<file path="src/rtl/rdcl_pkg.sv">
// shared constants, types and tables of the ring detector crystal locator
package rdcl_pkg;

  // coordinate and angle widths
  localparam int COORD_BITS    = 16;
  localparam int ANGLE_STEPS   = 16;
  localparam int CORDIC_GUARD  = 8;
  localparam int CW            = COORD_BITS + CORDIC_GUARD + 2;
  localparam int ANG_BITS      = 32;
  localparam int STEP_BITS     = 5;

  // ring arithmetic widths
  localparam int AZ_BITS       = COORD_BITS + 1;
  localparam int RECIP_BITS    = 24;
  localparam int FRAC_BITS     = 24;
  localparam int PROD_BITS     = AZ_BITS + RECIP_BITS;
  localparam int RING_BITS     = AZ_BITS;
  localparam int RINGS_BITS    = 7;
  localparam int BLOCKS_BITS   = 10;
  localparam int HBH_BITS      = 15;
  localparam int RING_OUT_BITS = 6;
  localparam int INDEX_BITS    = 16;
  localparam int MAX_RING_OUT  = 64;

  // stream widths
  localparam int IN_W  = ((3 * COORD_BITS + 7) / 8) * 8;
  localparam int OUT_W = INDEX_BITS + RING_OUT_BITS + BLOCKS_BITS;

  // configuration port
  localparam int CFG_IDX_BITS  = 2;
  localparam int CFG_DATA_BITS = 24;

  typedef enum logic [CFG_IDX_BITS-1:0] {
    REG_RING_COUNT        = 2'd0,
    REG_BLOCK_COUNT       = 2'd1,
    REG_RING_PITCH_RECIP  = 2'd2,
    REG_HALF_BLOCK_HEIGHT = 2'd3
  } cfg_reg_t;

  localparam logic [RINGS_BITS-1:0]  RST_RING_COUNT  = 7'd24;
  localparam logic [BLOCKS_BITS-1:0] RST_BLOCK_COUNT = 10'd784;
  localparam logic [RECIP_BITS-1:0]  RST_RECIP       = 24'd167772;
  localparam logic [HBH_BITS-1:0]    RST_HALF_HEIGHT = 15'd50;

  // angles on the axes, fractions of a turn
  localparam logic [ANG_BITS-1:0] ANG_ZERO          = 32'h0000_0000;
  localparam logic [ANG_BITS-1:0] ANG_QUARTER       = 32'h4000_0000;
  localparam logic [ANG_BITS-1:0] ANG_HALF          = 32'h8000_0000;
  localparam logic [ANG_BITS-1:0] ANG_THREE_QUARTER = 32'hC000_0000;

  typedef struct packed {
    logic [RINGS_BITS-1:0]  ring_count;
    logic [BLOCKS_BITS-1:0] block_count;
    logic [RECIP_BITS-1:0]  recip;
    logic [HBH_BITS-1:0]    half_height;
  } cfg_t;

  typedef struct packed {
    logic signed [CW-1:0] x;
    logic signed [CW-1:0] y;
    logic [ANG_BITS-1:0]  ang;
    logic                 axis;
  } cordic_t;

  // ring computation riding beside the angle pipeline
  typedef struct packed {
    logic [AZ_BITS-1:0]       az;
    logic                     z_neg;
    logic                     z_zero;
    logic [PROD_BITS-1:0]     prod;
    logic [RING_BITS-1:0]     ring;
    logic [RING_OUT_BITS-1:0] ring_out;
    logic                     ring_ok;
  } side_t;

  // arctangent of 2^-i in fractions of a turn
  function automatic logic [ANG_BITS-1:0] atan_turns(input logic [STEP_BITS-1:0] step);
    logic [ANG_BITS-1:0] a;
    case (step)
      5'd0:  a = 32'h20000000;
      5'd1:  a = 32'h12E4051E;
      5'd2:  a = 32'h09FB385B;
      5'd3:  a = 32'h051111D4;
      5'd4:  a = 32'h028B0D43;
      5'd5:  a = 32'h0145D7E1;
      5'd6:  a = 32'h00A2F61E;
      5'd7:  a = 32'h00517C55;
      5'd8:  a = 32'h0028BE53;
      5'd9:  a = 32'h00145F2F;
      5'd10: a = 32'h000A2F98;
      5'd11: a = 32'h000517CC;
      5'd12: a = 32'h00028BE6;
      5'd13: a = 32'h000145F3;
      5'd14: a = 32'h0000A2FA;
      5'd15: a = 32'h0000517D;
      5'd16: a = 32'h000028BE;
      5'd17: a = 32'h0000145F;
      5'd18: a = 32'h00000A30;
      5'd19: a = 32'h00000518;
      5'd20: a = 32'h0000028C;
      5'd21: a = 32'h00000146;
      5'd22: a = 32'h000000A3;
      5'd23: a = 32'h00000051;
      default: a = '0;
    endcase
    return a;
  endfunction

endpackage

</file>
<file path="src/rtl/rdcl_cordic_stage.sv">
// one vectoring cordic iteration with its pipeline register
module rdcl_cordic_stage (
  input  logic                        clk,
  input  logic                        rst,
  input  logic                        adv,
  input  logic [rdcl_pkg::STEP_BITS-1:0] step,
  input  logic                        valid_in,
  input  rdcl_pkg::cordic_t           data_in,
  input  rdcl_pkg::side_t             side_in,
  output logic                        valid_out,
  output rdcl_pkg::cordic_t           data_out,
  output rdcl_pkg::side_t             side_out
);

  rdcl_pkg::cordic_t      data_next;
  logic signed [rdcl_pkg::CW-1:0] dx;
  logic signed [rdcl_pkg::CW-1:0] dy;

  // rotate toward the x axis, axis points pass unchanged
  always_comb begin
    dx = data_in.y >>> step;
    dy = data_in.x >>> step;
    data_next = data_in;
    if (!data_in.axis) begin
      if (!data_in.y[rdcl_pkg::CW-1]) begin
        data_next.x   = data_in.x + dx;
        data_next.y   = data_in.y - dy;
        data_next.ang = data_in.ang + rdcl_pkg::atan_turns(step);
      end else begin
        data_next.x   = data_in.x - dx;
        data_next.y   = data_in.y + dy;
        data_next.ang = data_in.ang - rdcl_pkg::atan_turns(step);
      end
    end
  end

  // stage valid
  always_ff @(posedge clk) begin
    if (rst) begin
      valid_out <= 1'b0;
    end else if (adv) begin
      valid_out <= valid_in;
    end
  end

  // stage payload
  always_ff @(posedge clk) begin
    if (adv) begin
      data_out <= data_next;
      side_out <= side_in;
    end
  end

endmodule

</file>
<file path="config.mk">
export PLATFORM = sky130hd
export DESIGN_NAME = rdcl_cordic_stage
export DESIGN_NICKNAME = d
export VERILOG_FILES = /design/src/rtl/rdcl_pkg.sv /design/src/rtl/rdcl_cordic_stage.sv
export SDC_FILE = /design/constraint.sdc
export NUM_CORES = 1
export LEC_CHECK = 0
export BUFFER_PORTS_ARGS = -buffer_cell sky130_fd_sc_hd__buf_4
export CORE_MARGIN = 2
export CORE_UTILIZATION = 45
export DETAILED_ROUTE_END_ITERATION = 16
export PLACE_DENSITY_LB_ADDON = 0.12
export SYNTH_ARGS = -nofsm -noshare
export SYNTH_HDL_FRONTEND = slang
export SYNTH_SLANG_ARGS = --single-unit
</file>
<file path="constraint.sdc">
create_clock -name clk -period 8.09 [get_ports clk]
set_input_delay 1.618 -clock clk [delete_from_list [all_inputs] [get_ports clk]]
set_output_delay 1.618 -clock clk [all_outputs]
set_load 0.01 [all_outputs]
</file>
==> impl_metrics.csv <==
group,metric,value,unit
setup_path,rr_worst_depth,2,
sta,finalCritPeriodShare,86.5,%
place,port_buffers,347,
setup_path,rrSetupSlack,7.50,ns
logic_synthesis,synth_area_leaders,"edfxtp_1 (33%), mux4_2 (7.5%), ha_1 (7.4%)",
clock_tree,cts_buffers,17,
setup_path,critPathRequiredTime,8.28,ns
sta,report.final.slew_viol_count,0,
logic_synthesis,synth_top_area_share,32.7,%
layout,syn_to_final_growth,22.7,%
sta,tns,0,ns
global_route,grt_usage,27.0,%
min_path,hp-class,"reg2reg",
global_route,grt_pass1_wl,75700,µm
clock_tree,post_cts_buffers,0,
clock_tree,clk_latency,0.45,ns
logic_synthesis,synthTopCellsByCount,"nand2_1 (172), edfxtp_1 (169), o21ai_0 (151)",
logic_synthesis,yosysMostFrequentCell,"nand2_1",
sta,setup_violations,0,
floorplan,initial_core_util,45.3,%
setup_path,crit_arrival,7.19,ns
floorplan,core,0.0343,mm²
clock_tree,clock_sinks,170,
clock_tree,cts_tree,"done",
sta,fmax,143,MHz
logic_synthesis,synth_flop_cell,"edfxtp_1",
global_route,grt_antenna_before_repair,1,
floorplan,placementRows,68,
logic_synthesis,synthDistinctLibCells,88,
logic_synthesis,ys_seq_area_share,32.8,%
power_and_ir_drop,leakage,7.87,nW
floorplan,die_w,190,µm
floorplan,die_height,190,µm
logic_synthesis,yosysWarningCount,0,
detailed_routing,wl,49700,µm
sta,clock_skew,0,ns
logic_synthesis,syn_avg_cell_area,9.57,µm²
logic_synthesis,async_flop_share,0,%
global_route,grt_max_degree,85,
sta,finalHoldViolations,0,
layout,postLayoutCoreUtil,55.6,%
detailed_routing,ant_nets,0,
layout,drive_gt1_share,27.2,%
global_route,overflow,0,
power_and_ir_drop,vdd_drop_max,0.000155,V
logic_synthesis,synth_seq_cells,170,
detailed_routing,first_pass_iters,5,
clock_tree,ctsHoldBuffers,0,
setup_path,worstPathMaxFanout,21,
detailed_routing,vias,14200,
detailed_routing,routedWlPerCell,20.8,µm
setup_path,critPathLaunchType,"input pin",
status,status,"finished, final reports clean",
clock_tree,clockBufferDepth,2,
setup_path,worstSetupPathType,"in2reg",
place,dpl.hpwl,38000,µm
sta,rsz0062_at_grt,"false",
layout,instances_no_fill,2390,
setup_path,critPathCapture,"data_out[31]",
clock_tree,clkSlewWorstSetupHoldPaths,0.08,ns
place,place_congestion,0.942,
logic_synthesis,synth_fp_nets,1895,
logic_synthesis,synth_area,0.0155,mm²
clock_tree,h-tree-depth,4,
logic_synthesis,synth_edf_count,169,
layout,diodes,0,
logic_synthesis,synth_cells,1622,
sta,slew_headroom,45.9,%
floorplan,ios,348,
logic_synthesis,synth_top_cell_by_area,"edfxtp_1",
setup_path,crit_path_end_kind,"flop",
place,placed_cells,2358,
power_and_ir_drop,p_per_area,174,mW/mm²
setup_path,crit_start,"step[0]",
layout,nFillCells,3124,
global_route,grt_pass1_vias,13311,
place,dp_slack,0.687,ns
run,cap_viol_max_count,0,
detailed_routing,routed_via_density,5.94,
setup_path,r2r-start,"valid_out",
floorplan,die_area,0.0360,mm²
sta,post-route-min-period,7.00,ns
clock_tree,postCtsResizedCells,0,
sta,tightest_slew,0.812,ns
sta,setup_ws,1.09,ns
clock_tree,root_buffer,"clkbuf_16",
setup_path,r2r_end,"valid_out",
layout,layout.nets,2195,
detailed_routing,drt_iter0_markers,1094,
detailed_routing,drcViolationCount,0,
worst min path at each step:
stage / startpoint / end / slack (ns) / depth (start not counted)
after CTS: valid_out / valid_out / 0.51 / 2
final: valid_out / valid_out / 0.51 / 2
after global routing: valid_out / valid_out / 0.55 / 2
after detailed placement: valid_out / valid_out / 0.49 / 2
after global placement: valid_out / valid_out / 0.49 / 2
after floorplan: valid_out / valid_out / 0.53 / 2
stage by stage:
stage	total power [mW]	hold slack [ns]	cell area (µm²)
floorplan	2.03	0.528	15500
global placement	2.49	0.485	18500
detailed placement	2.51	0.494	18500
CTS	3.34	0.511	19000
global route	3.51	0.549	19000
finish	3.32	0.512	19000
worst max-delay path: stages:
cell	delay [ns]
buf_4	0.27
inv_2	0.15
ha_1	0.35
nand2b_1	0.21
o221ai_1	0.32
nand2_1	0.14
a21oi_1	0.32
ha_1	0.27
and4_1	0.25
and2_1	0.19
nor2_1	0.10
xor2_1	0.20
ha_1	0.36
o21ai_0	0.29
a21oi_1	0.11
a221oi_1	0.28
o31ai_1	0.16
a41o_1	0.33
a221o_1	0.35
or4_1	0.41
a41oi_1	0.25
xnor2_1	0.15
o21ai_1	0.07
layout make-up:
class	count	area (µm²)	share of cell area, %
multi-input combinational	1316	9790	51.4
sequential	170	5090	26.7
timing repair buffer	376	2860	15.0
tap	455	569	2.99
clock buffer	17	425	2.23
inverter	41	154	0.808
clock inverter	15	153	0.801
power by group:
part | switching (mW) | total, mW | internal, mW
combinational | 0.755 | 1.37 | 0.620
sequential | 0.0292 | 1.13 | 1.10
clock | 0.406 | 0.817 | 0.411
routing by layer:
metal | up-vias | share of wire, % | track usage (%)
met5 | - | 0.026 | 0
met4 | 2 | 2.1 | 8.08
met2 | 628 | 46 | 43.9
met1 | 6735 | 43 | 36.5
li1 | 6763 | - | -
met3 | 72 | 8.3 | 5.29
state kept, by name, summed over array words and instances (netlist names):
signal,cells
valid_out,1
side_out,84
data_out,85
logic make-up (layout without fill, tap and decap cells):
kind of cell / after synthesis / after routing / share of synthesized area, %
AND/OR/NAND/NOR: 457 / 457 / 14.1
adder cells (fa/ha/maj): 95 / 95 / 7.80
AO/OA/AOI/OAI: 507 / 507 / 20.9
buffers and inverters: 136 / 449 / 4.17
flip-flops: 170 / 170 / 32.8
XOR/XNOR: 128 / 128 / 7.22
multiplexers: 129 / 129 / 13.0
placed cells by master, fill, tap and decap left out, drive strengths merged, types with 10 or more instances in the layout:
master    n
buf     376
nand2   173
edfxtp  169
o21ai   153
a21oi   117
nor2     99
ha       92
xor2     65
xnor2    63
mux4     53
inv      48
mux2     40
a21o     39
mux2i    36
nor3     32
nand2b   27
nand3    24
o211ai   23
a211oi   22
nor2b    21
and3     19
a31oi    17
clkbuf   17
o31ai    16
o21a     15
and2     14
o22ai    13
or2      10
o21bai   10
Note: power is estimated with default switching activity, not from simulation.
