### src/rtl/rdcl_pkg.sv
// shared constants, types and tables of the ring detector crystal locator
package rdcl_pkg;

  // coordinate and angle widths
  localparam int COORD_BITS    = 16;
  localparam int ANGLE_STEPS   = 16;
  localparam int CORDIC_GUARD  = 8;
  localparam int CW            = COORD_BITS + CORDIC_GUARD + 2;
  localparam int ANG_BITS      = 32;
  localparam int STEP_BITS     = 5;

  // ring arithmetic widths
  localparam int AZ_BITS       = COORD_BITS + 1;
  localparam int RECIP_BITS    = 24;
  localparam int FRAC_BITS     = 24;
  localparam int PROD_BITS     = AZ_BITS + RECIP_BITS;
  localparam int RING_BITS     = AZ_BITS;
  localparam int RINGS_BITS    = 7;
  localparam int BLOCKS_BITS   = 10;
  localparam int HBH_BITS      = 15;
  localparam int RING_OUT_BITS = 6;
  localparam int INDEX_BITS    = 16;
  localparam int MAX_RING_OUT  = 64;

  // stream widths
  localparam int IN_W  = ((3 * COORD_BITS + 7) / 8) * 8;
  localparam int OUT_W = INDEX_BITS + RING_OUT_BITS + BLOCKS_BITS;

  // configuration port
  localparam int CFG_IDX_BITS  = 2;
  localparam int CFG_DATA_BITS = 24;

  typedef enum logic [CFG_IDX_BITS-1:0] {
    REG_RING_COUNT        = 2'd0,
    REG_BLOCK_COUNT       = 2'd1,
    REG_RING_PITCH_RECIP  = 2'd2,
    REG_HALF_BLOCK_HEIGHT = 2'd3
  } cfg_reg_t;

  localparam logic [RINGS_BITS-1:0]  RST_RING_COUNT  = 7'd24;
  localparam logic [BLOCKS_BITS-1:0] RST_BLOCK_COUNT = 10'd784;
  localparam logic [RECIP_BITS-1:0]  RST_RECIP       = 24'd167772;
  localparam logic [HBH_BITS-1:0]    RST_HALF_HEIGHT = 15'd50;

  // angles on the axes, fractions of a turn
  localparam logic [ANG_BITS-1:0] ANG_ZERO          = 32'h0000_0000;
  localparam logic [ANG_BITS-1:0] ANG_QUARTER       = 32'h4000_0000;
  localparam logic [ANG_BITS-1:0] ANG_HALF          = 32'h8000_0000;
  localparam logic [ANG_BITS-1:0] ANG_THREE_QUARTER = 32'hC000_0000;

  typedef struct packed {
    logic [RINGS_BITS-1:0]  ring_count;
    logic [BLOCKS_BITS-1:0] block_count;
    logic [RECIP_BITS-1:0]  recip;
    logic [HBH_BITS-1:0]    half_height;
  } cfg_t;

  typedef struct packed {
    logic signed [CW-1:0] x;
    logic signed [CW-1:0] y;
    logic [ANG_BITS-1:0]  ang;
    logic                 axis;
  } cordic_t;

  // ring computation riding beside the angle pipeline
  typedef struct packed {
    logic [AZ_BITS-1:0]       az;
    logic                     z_neg;
    logic                     z_zero;
    logic [PROD_BITS-1:0]     prod;
    logic [RING_BITS-1:0]     ring;
    logic [RING_OUT_BITS-1:0] ring_out;
    logic                     ring_ok;
  } side_t;

  // arctangent of 2^-i in fractions of a turn
  function automatic logic [ANG_BITS-1:0] atan_turns(input logic [STEP_BITS-1:0] step);
    logic [ANG_BITS-1:0] a;
    case (step)
      5'd0:  a = 32'h20000000;
      5'd1:  a = 32'h12E4051E;
      5'd2:  a = 32'h09FB385B;
      5'd3:  a = 32'h051111D4;
      5'd4:  a = 32'h028B0D43;
      5'd5:  a = 32'h0145D7E1;
      5'd6:  a = 32'h00A2F61E;
      5'd7:  a = 32'h00517C55;
      5'd8:  a = 32'h0028BE53;
      5'd9:  a = 32'h00145F2F;
      5'd10: a = 32'h000A2F98;
      5'd11: a = 32'h000517CC;
      5'd12: a = 32'h00028BE6;
      5'd13: a = 32'h000145F3;
      5'd14: a = 32'h0000A2FA;
      5'd15: a = 32'h0000517D;
      5'd16: a = 32'h000028BE;
      5'd17: a = 32'h0000145F;
      5'd18: a = 32'h00000A30;
      5'd19: a = 32'h00000518;
      5'd20: a = 32'h0000028C;
      5'd21: a = 32'h00000146;
      5'd22: a = 32'h000000A3;
      5'd23: a = 32'h00000051;
      default: a = '0;
    endcase
    return a;
  endfunction

endpackage

### src/rtl/rdcl_output.sv
// block number from the angle, crystal index and output register
module rdcl_output (
  input  logic                                clk,
  input  logic                                rst,
  input  logic [rdcl_pkg::BLOCKS_BITS-1:0]    block_count,
  input  logic                                valid_in,
  input  logic [rdcl_pkg::ANG_BITS-1:0]       ang,
  input  logic [rdcl_pkg::RING_OUT_BITS-1:0]  ring_in,
  input  logic                                ok_in,
  output logic                                ready,
  input  logic                                m_tready,
  output logic                                m_tvalid,
  output logic [rdcl_pkg::INDEX_BITS-1:0]     crystal_index,
  output logic [rdcl_pkg::RING_OUT_BITS-1:0]  ring_number,
  output logic [rdcl_pkg::BLOCKS_BITS-1:0]    block_number,
  output logic                                index_valid
);

  localparam int BP_BITS = rdcl_pkg::ANG_BITS + rdcl_pkg::BLOCKS_BITS;
  localparam int CI_BITS = rdcl_pkg::INDEX_BITS + 1;

  logic                                v1;
  logic [rdcl_pkg::BLOCKS_BITS-1:0]    block1;
  logic [rdcl_pkg::RING_OUT_BITS-1:0]  ring1;
  logic                                ok1;
  logic                                en1;
  logic                                en2;
  logic [BP_BITS-1:0]                  block_prod;
  logic [CI_BITS-1:0]                  crystal_next;

  // stage enables
  assign en2   = !m_tvalid || m_tready;
  assign en1   = !v1 || en2;
  assign ready = en1;

  // sector = floor(angle * blocks / 2^32)
  assign block_prod = BP_BITS'(ang) * BP_BITS'(block_count);

  // ring * blocks + block
  assign crystal_next = CI_BITS'(ring1) * CI_BITS'(block_count) + CI_BITS'(block1);

  // valids
  always_ff @(posedge clk) begin
    if (rst) begin
      v1       <= 1'b0;
      m_tvalid <= 1'b0;
    end else begin
      if (en1) begin
        v1 <= valid_in;
      end
      if (en2) begin
        m_tvalid <= v1;
      end
    end
  end

  // payload
  always_ff @(posedge clk) begin
    if (en1) begin
      block1 <= block_prod[BP_BITS-1:rdcl_pkg::ANG_BITS];
      ring1  <= ring_in;
      ok1    <= ok_in;
    end
    if (en2) begin
      crystal_index <= crystal_next[rdcl_pkg::INDEX_BITS-1:0];
      ring_number   <= ring1;
      block_number  <= block1;
      index_valid   <= ok1;
    end
  end

endmodule

### config.mk
export PLATFORM = sky130hd
export DESIGN_NAME = rdcl_output
export DESIGN_NICKNAME = d
export VERILOG_FILES = /design/src/rtl/rdcl_pkg.sv /design/src/rtl/rdcl_output.sv
export SDC_FILE = /design/constraint.sdc
export NUM_CORES = 1
export LEC_CHECK = 0
export ABC_AREA = 1
export BUFFER_PORTS_ARGS = -buffer_cell sky130_fd_sc_hd__buf_4
export CELL_PAD_IN_SITES_DETAIL_PLACEMENT = 0
export CELL_PAD_IN_SITES_GLOBAL_PLACEMENT = 1
export CORE_MARGIN = 3
export CORE_UTILIZATION = 48
export DETAILED_ROUTE_END_ITERATION = 7
export PLACE_DENSITY_LB_ADDON = 0.25
export SLEW_MARGIN = 20
export SYNTH_ARGS = -nofsm -noshare
export SYNTH_HDL_FRONTEND = slang
export SYNTH_SLANG_ARGS = --single-unit
export TNS_END_PERCENT = 50
### constraint.sdc
create_clock -name clk -period 6.64 [get_ports clk]
set_input_delay 1.328 -clock clk [delete_from_list [all_inputs] [get_ports clk]]
set_output_delay 1.328 -clock clk [all_outputs]
set_load 0.01 [all_outputs]
==> metrics <==
grt met1 use 33.1%; top cells by area, synth fa_1 39%, nand2_1 14%, inv_1 14%, edfxtp_1 11%, ha_1 9.6%; status finished, final reports clean; CTS HTree Levels 2; total of max-cap violations 0; gr usage total 22.8%; vias per cell 4.92; post-synthesis sequential area ratio 10.9%; Reg area 1540 um2; FF-to-FF End crystal_index[11]; Peak VDD IR 0.000239 V; Peak Freq 169 MHz; buffers inserted by post-CTS timing repair 0; IO Count 88; post-route ant nets 0; Finished Layout Cells 2,235; met2 Use GR 38.3%; Worst setup EP type flip-flop; initial antenna violation count 0; placeable core area 28,900 um2; placed insts 2,227; hold endpoint index_valid; initial DRC count 613; gp weighted congestion 0.960; DIE HEIGHT 178 um; CTS resizes 0; most common cell in the synthesized netlist nand2_1; number of I/O port buffers 87; Netlist Area Pre-Place 14,200 um2; crit-path cells buf_4, nand2_1, fa_1, inv_1, fa_1, inv_1, fa_1, inv_1, fa_1, inv_1, fa_1, inv_1, ha_1, nand2_1, inv_2, a21oi_1, o21ai_0, a21oi_1, nand3_1, nand2_1, nand2_1; hold path depth 0; FILL cells 2,899; Netlist cell types 39; fin crit period 5.92 ns; Worst-Margin Slew 0.536 ns; EDFF count, synth 50; total gr overflow 0; r2r worst-path depth 15; hpwl dp 28,100 um; drc violations 0; total number of vias 10,996; period utilization 89.1%; area of the multi-input gates 10,300 um2; Switching Share 57.6%; CTS tree yes; per-cell routed wire length 15.0 um; Logic pwr share 86.0%; min-delay src ok1; Clock Tree Root clkbuf_16; Nets 2,289; Max Buffers Root-to-Sink 2; Seq cells post-synth 52; clock slew at reported path FFs 0.08 ns; Setup Viol. Count Final 0; Clock Power Share 4.1%; Slowest-stage cell, CP fa_1; Tightest Hold Check Type flip-flop to flip-flop; Post-synth ARST share 0%; Crit. Startpoint block_count[2]; DIE AREA 31,600 um2; kind of critical path primary input to flip-flop; P_leak 9.23 nW; GR met3 Demand/Resource 2.08%; Synth top area share 39.2%; Mapped Cells 1,830; DRT Pass-1 Iters 6; CTS buffer count 5; Worst Path Required 6.70 ns; internal reg-to-reg setup slack 2.16 ns; cts hold-fix bufs 0; global route hottest layer met2; Avg Inst Size Synth 7.73 um2; RSZ-0062 raised after global routing false; syn_nets 2,269; share of layout cells above drive strength 1 6.92%; Fin Setup TNS 0 ns; die extent in x 178 um; top cells by count, synth 525 x nand2_1, 524 x inv_1, 277 x fa_1; clock latency on the worst-skew pair 0.29 ns; critical path fanouts, max 38; Flop pwr share 10.0%; Power Density 445 nW/um2; Worst Setup Start Kind primary input; Initial Util 49.0%; crit-path max cell delay 0.53 ns; Syn-to-layout area delta 7.12%; Yosys warning total 0; clock sink count 52; Antenna Cells 0; num rows 62; ys flop type edfxtp_1; first-pass GRT wire length 58,400 um; largest net degree at the start of global routing 39; switching pwr 3.89 mW; vias in the first global route 11,817; Arr. time, crit path 5.97 ns; drt total wl 33,600 um; Hold Fails Final Rpt 0; Cell Int Power 2.87 mW; Clock Skew 0.00353 ns; relative slew slack 64.2%; Synth area leader fa_1; max-slew violations 0; Reg-to-Reg Start ring1[1]
layer usage:
| layer | vias to the layer above | routed length, um |
|---|---|---|
| li1 | 5294 | - |
| met1 | 5442 | 15900 |
| met2 | 231 | 15900 |
| met3 | 29 | 1430 |
| met4 | 0 | 374 |
| met5 | - | 0 |
state kept, by name, indices dropped and copies added (netlist names):
name,flops
m_tvalid,1
index_valid,1
ok1,1
crystal_index,16
block_number,10
ring_number,6
v1,1
ring1,6
block1,10
critical path, delay by kind of cell:
family	cells	cell delay, ns
buf+inv	7	0.71
simple gates	5	0.53
fa+ha+maj	6	2.81
compound gates	3	0.56
placed cells by master (no fill, tap or decap), types with 4 or more instances in the layout:
cell       Yosys  final
nand2_1      525    525
inv_1        524    524
fa_1         277    277
ha_1         109    109
buf_4          4     91
a21oi_1       58     58
nor2_1        54     54
edfxtp_1      50     50
nand3_1       31     31
o21ai_0       29     29
nor3_1        13     13
xor2_1        12     12
nand4_1       12     12
nand2_2        6      6
nor2_2         6      6
a21o_1         6      6
inv_2          5      5
clkbuf_16      0      5
o21bai_1       4      4
o21a_1         4      4
cells by family after synthesis:
logic type,synth area share (%)
compound gates,4.32
simple gates,18.8
fa+ha+maj,48.8
xor+xnor,0.928
buf+inv,16.2
flops,10.9
metrics by stage:
step / setup WS (ns) / total power, mW / util (%) / hold WS (ns) / area, um2
floorplan: 0.655 / 4.94 / - / 0.400 / 14200
global placement: 0.427 / 6.49 / 52.0 / 0.401 / 15000
detailed placement: 0.420 / 6.49 / 52.0 / 0.431 / 15000
CTS: 0.722 / 6.83 / 52.5 / 0.450 / 15200
global route: 0.404 / 7.76 / 52.5 / 0.470 / 15200
finish: 0.722 / 6.75 / 52.5 / 0.448 / 15200
area by class of cell:
class,instances,area share [%]
clock inverter,3,0.182
timing repair buffer,91,4.51
sequential,52,10.2
inverter,529,13.1
tap,384,3.17
clock buffer,5,0.825
multi-input combinational,1171,68.1
power groups by stage:
| stage | clock network, mW | registers, mW | logic, mW |
|---|---|---|---|
| 6_report | 0.274 | 0.673 | 5.80 |
| 5_1_grt | 0.293 | 0.689 | 6.78 |
| 4_1_cts | 0.283 | 0.677 | 5.87 |
| 3_5_place_dp | 0 | 0.679 | 5.81 |
| 3_3_place_gp | 0 | 0.684 | 5.81 |
| 2_1_floorplan | 0 | 0.684 | 4.26 |
how the worst max path moves through the flow:
stage | slack, ns | cells past startpoint | to
floorplan | 0.66 | 23 | block1[8]
global placement | 0.43 | 20 | block1[9]
detailed placement | 0.42 | 21 | block1[0]
CTS | 0.72 | 21 | block1[0]
global route | 0.40 | 20 | block1[7]
finish | 0.72 | 21 | block1[8]
No activity file was read; power rests on OpenSTA's default activity.
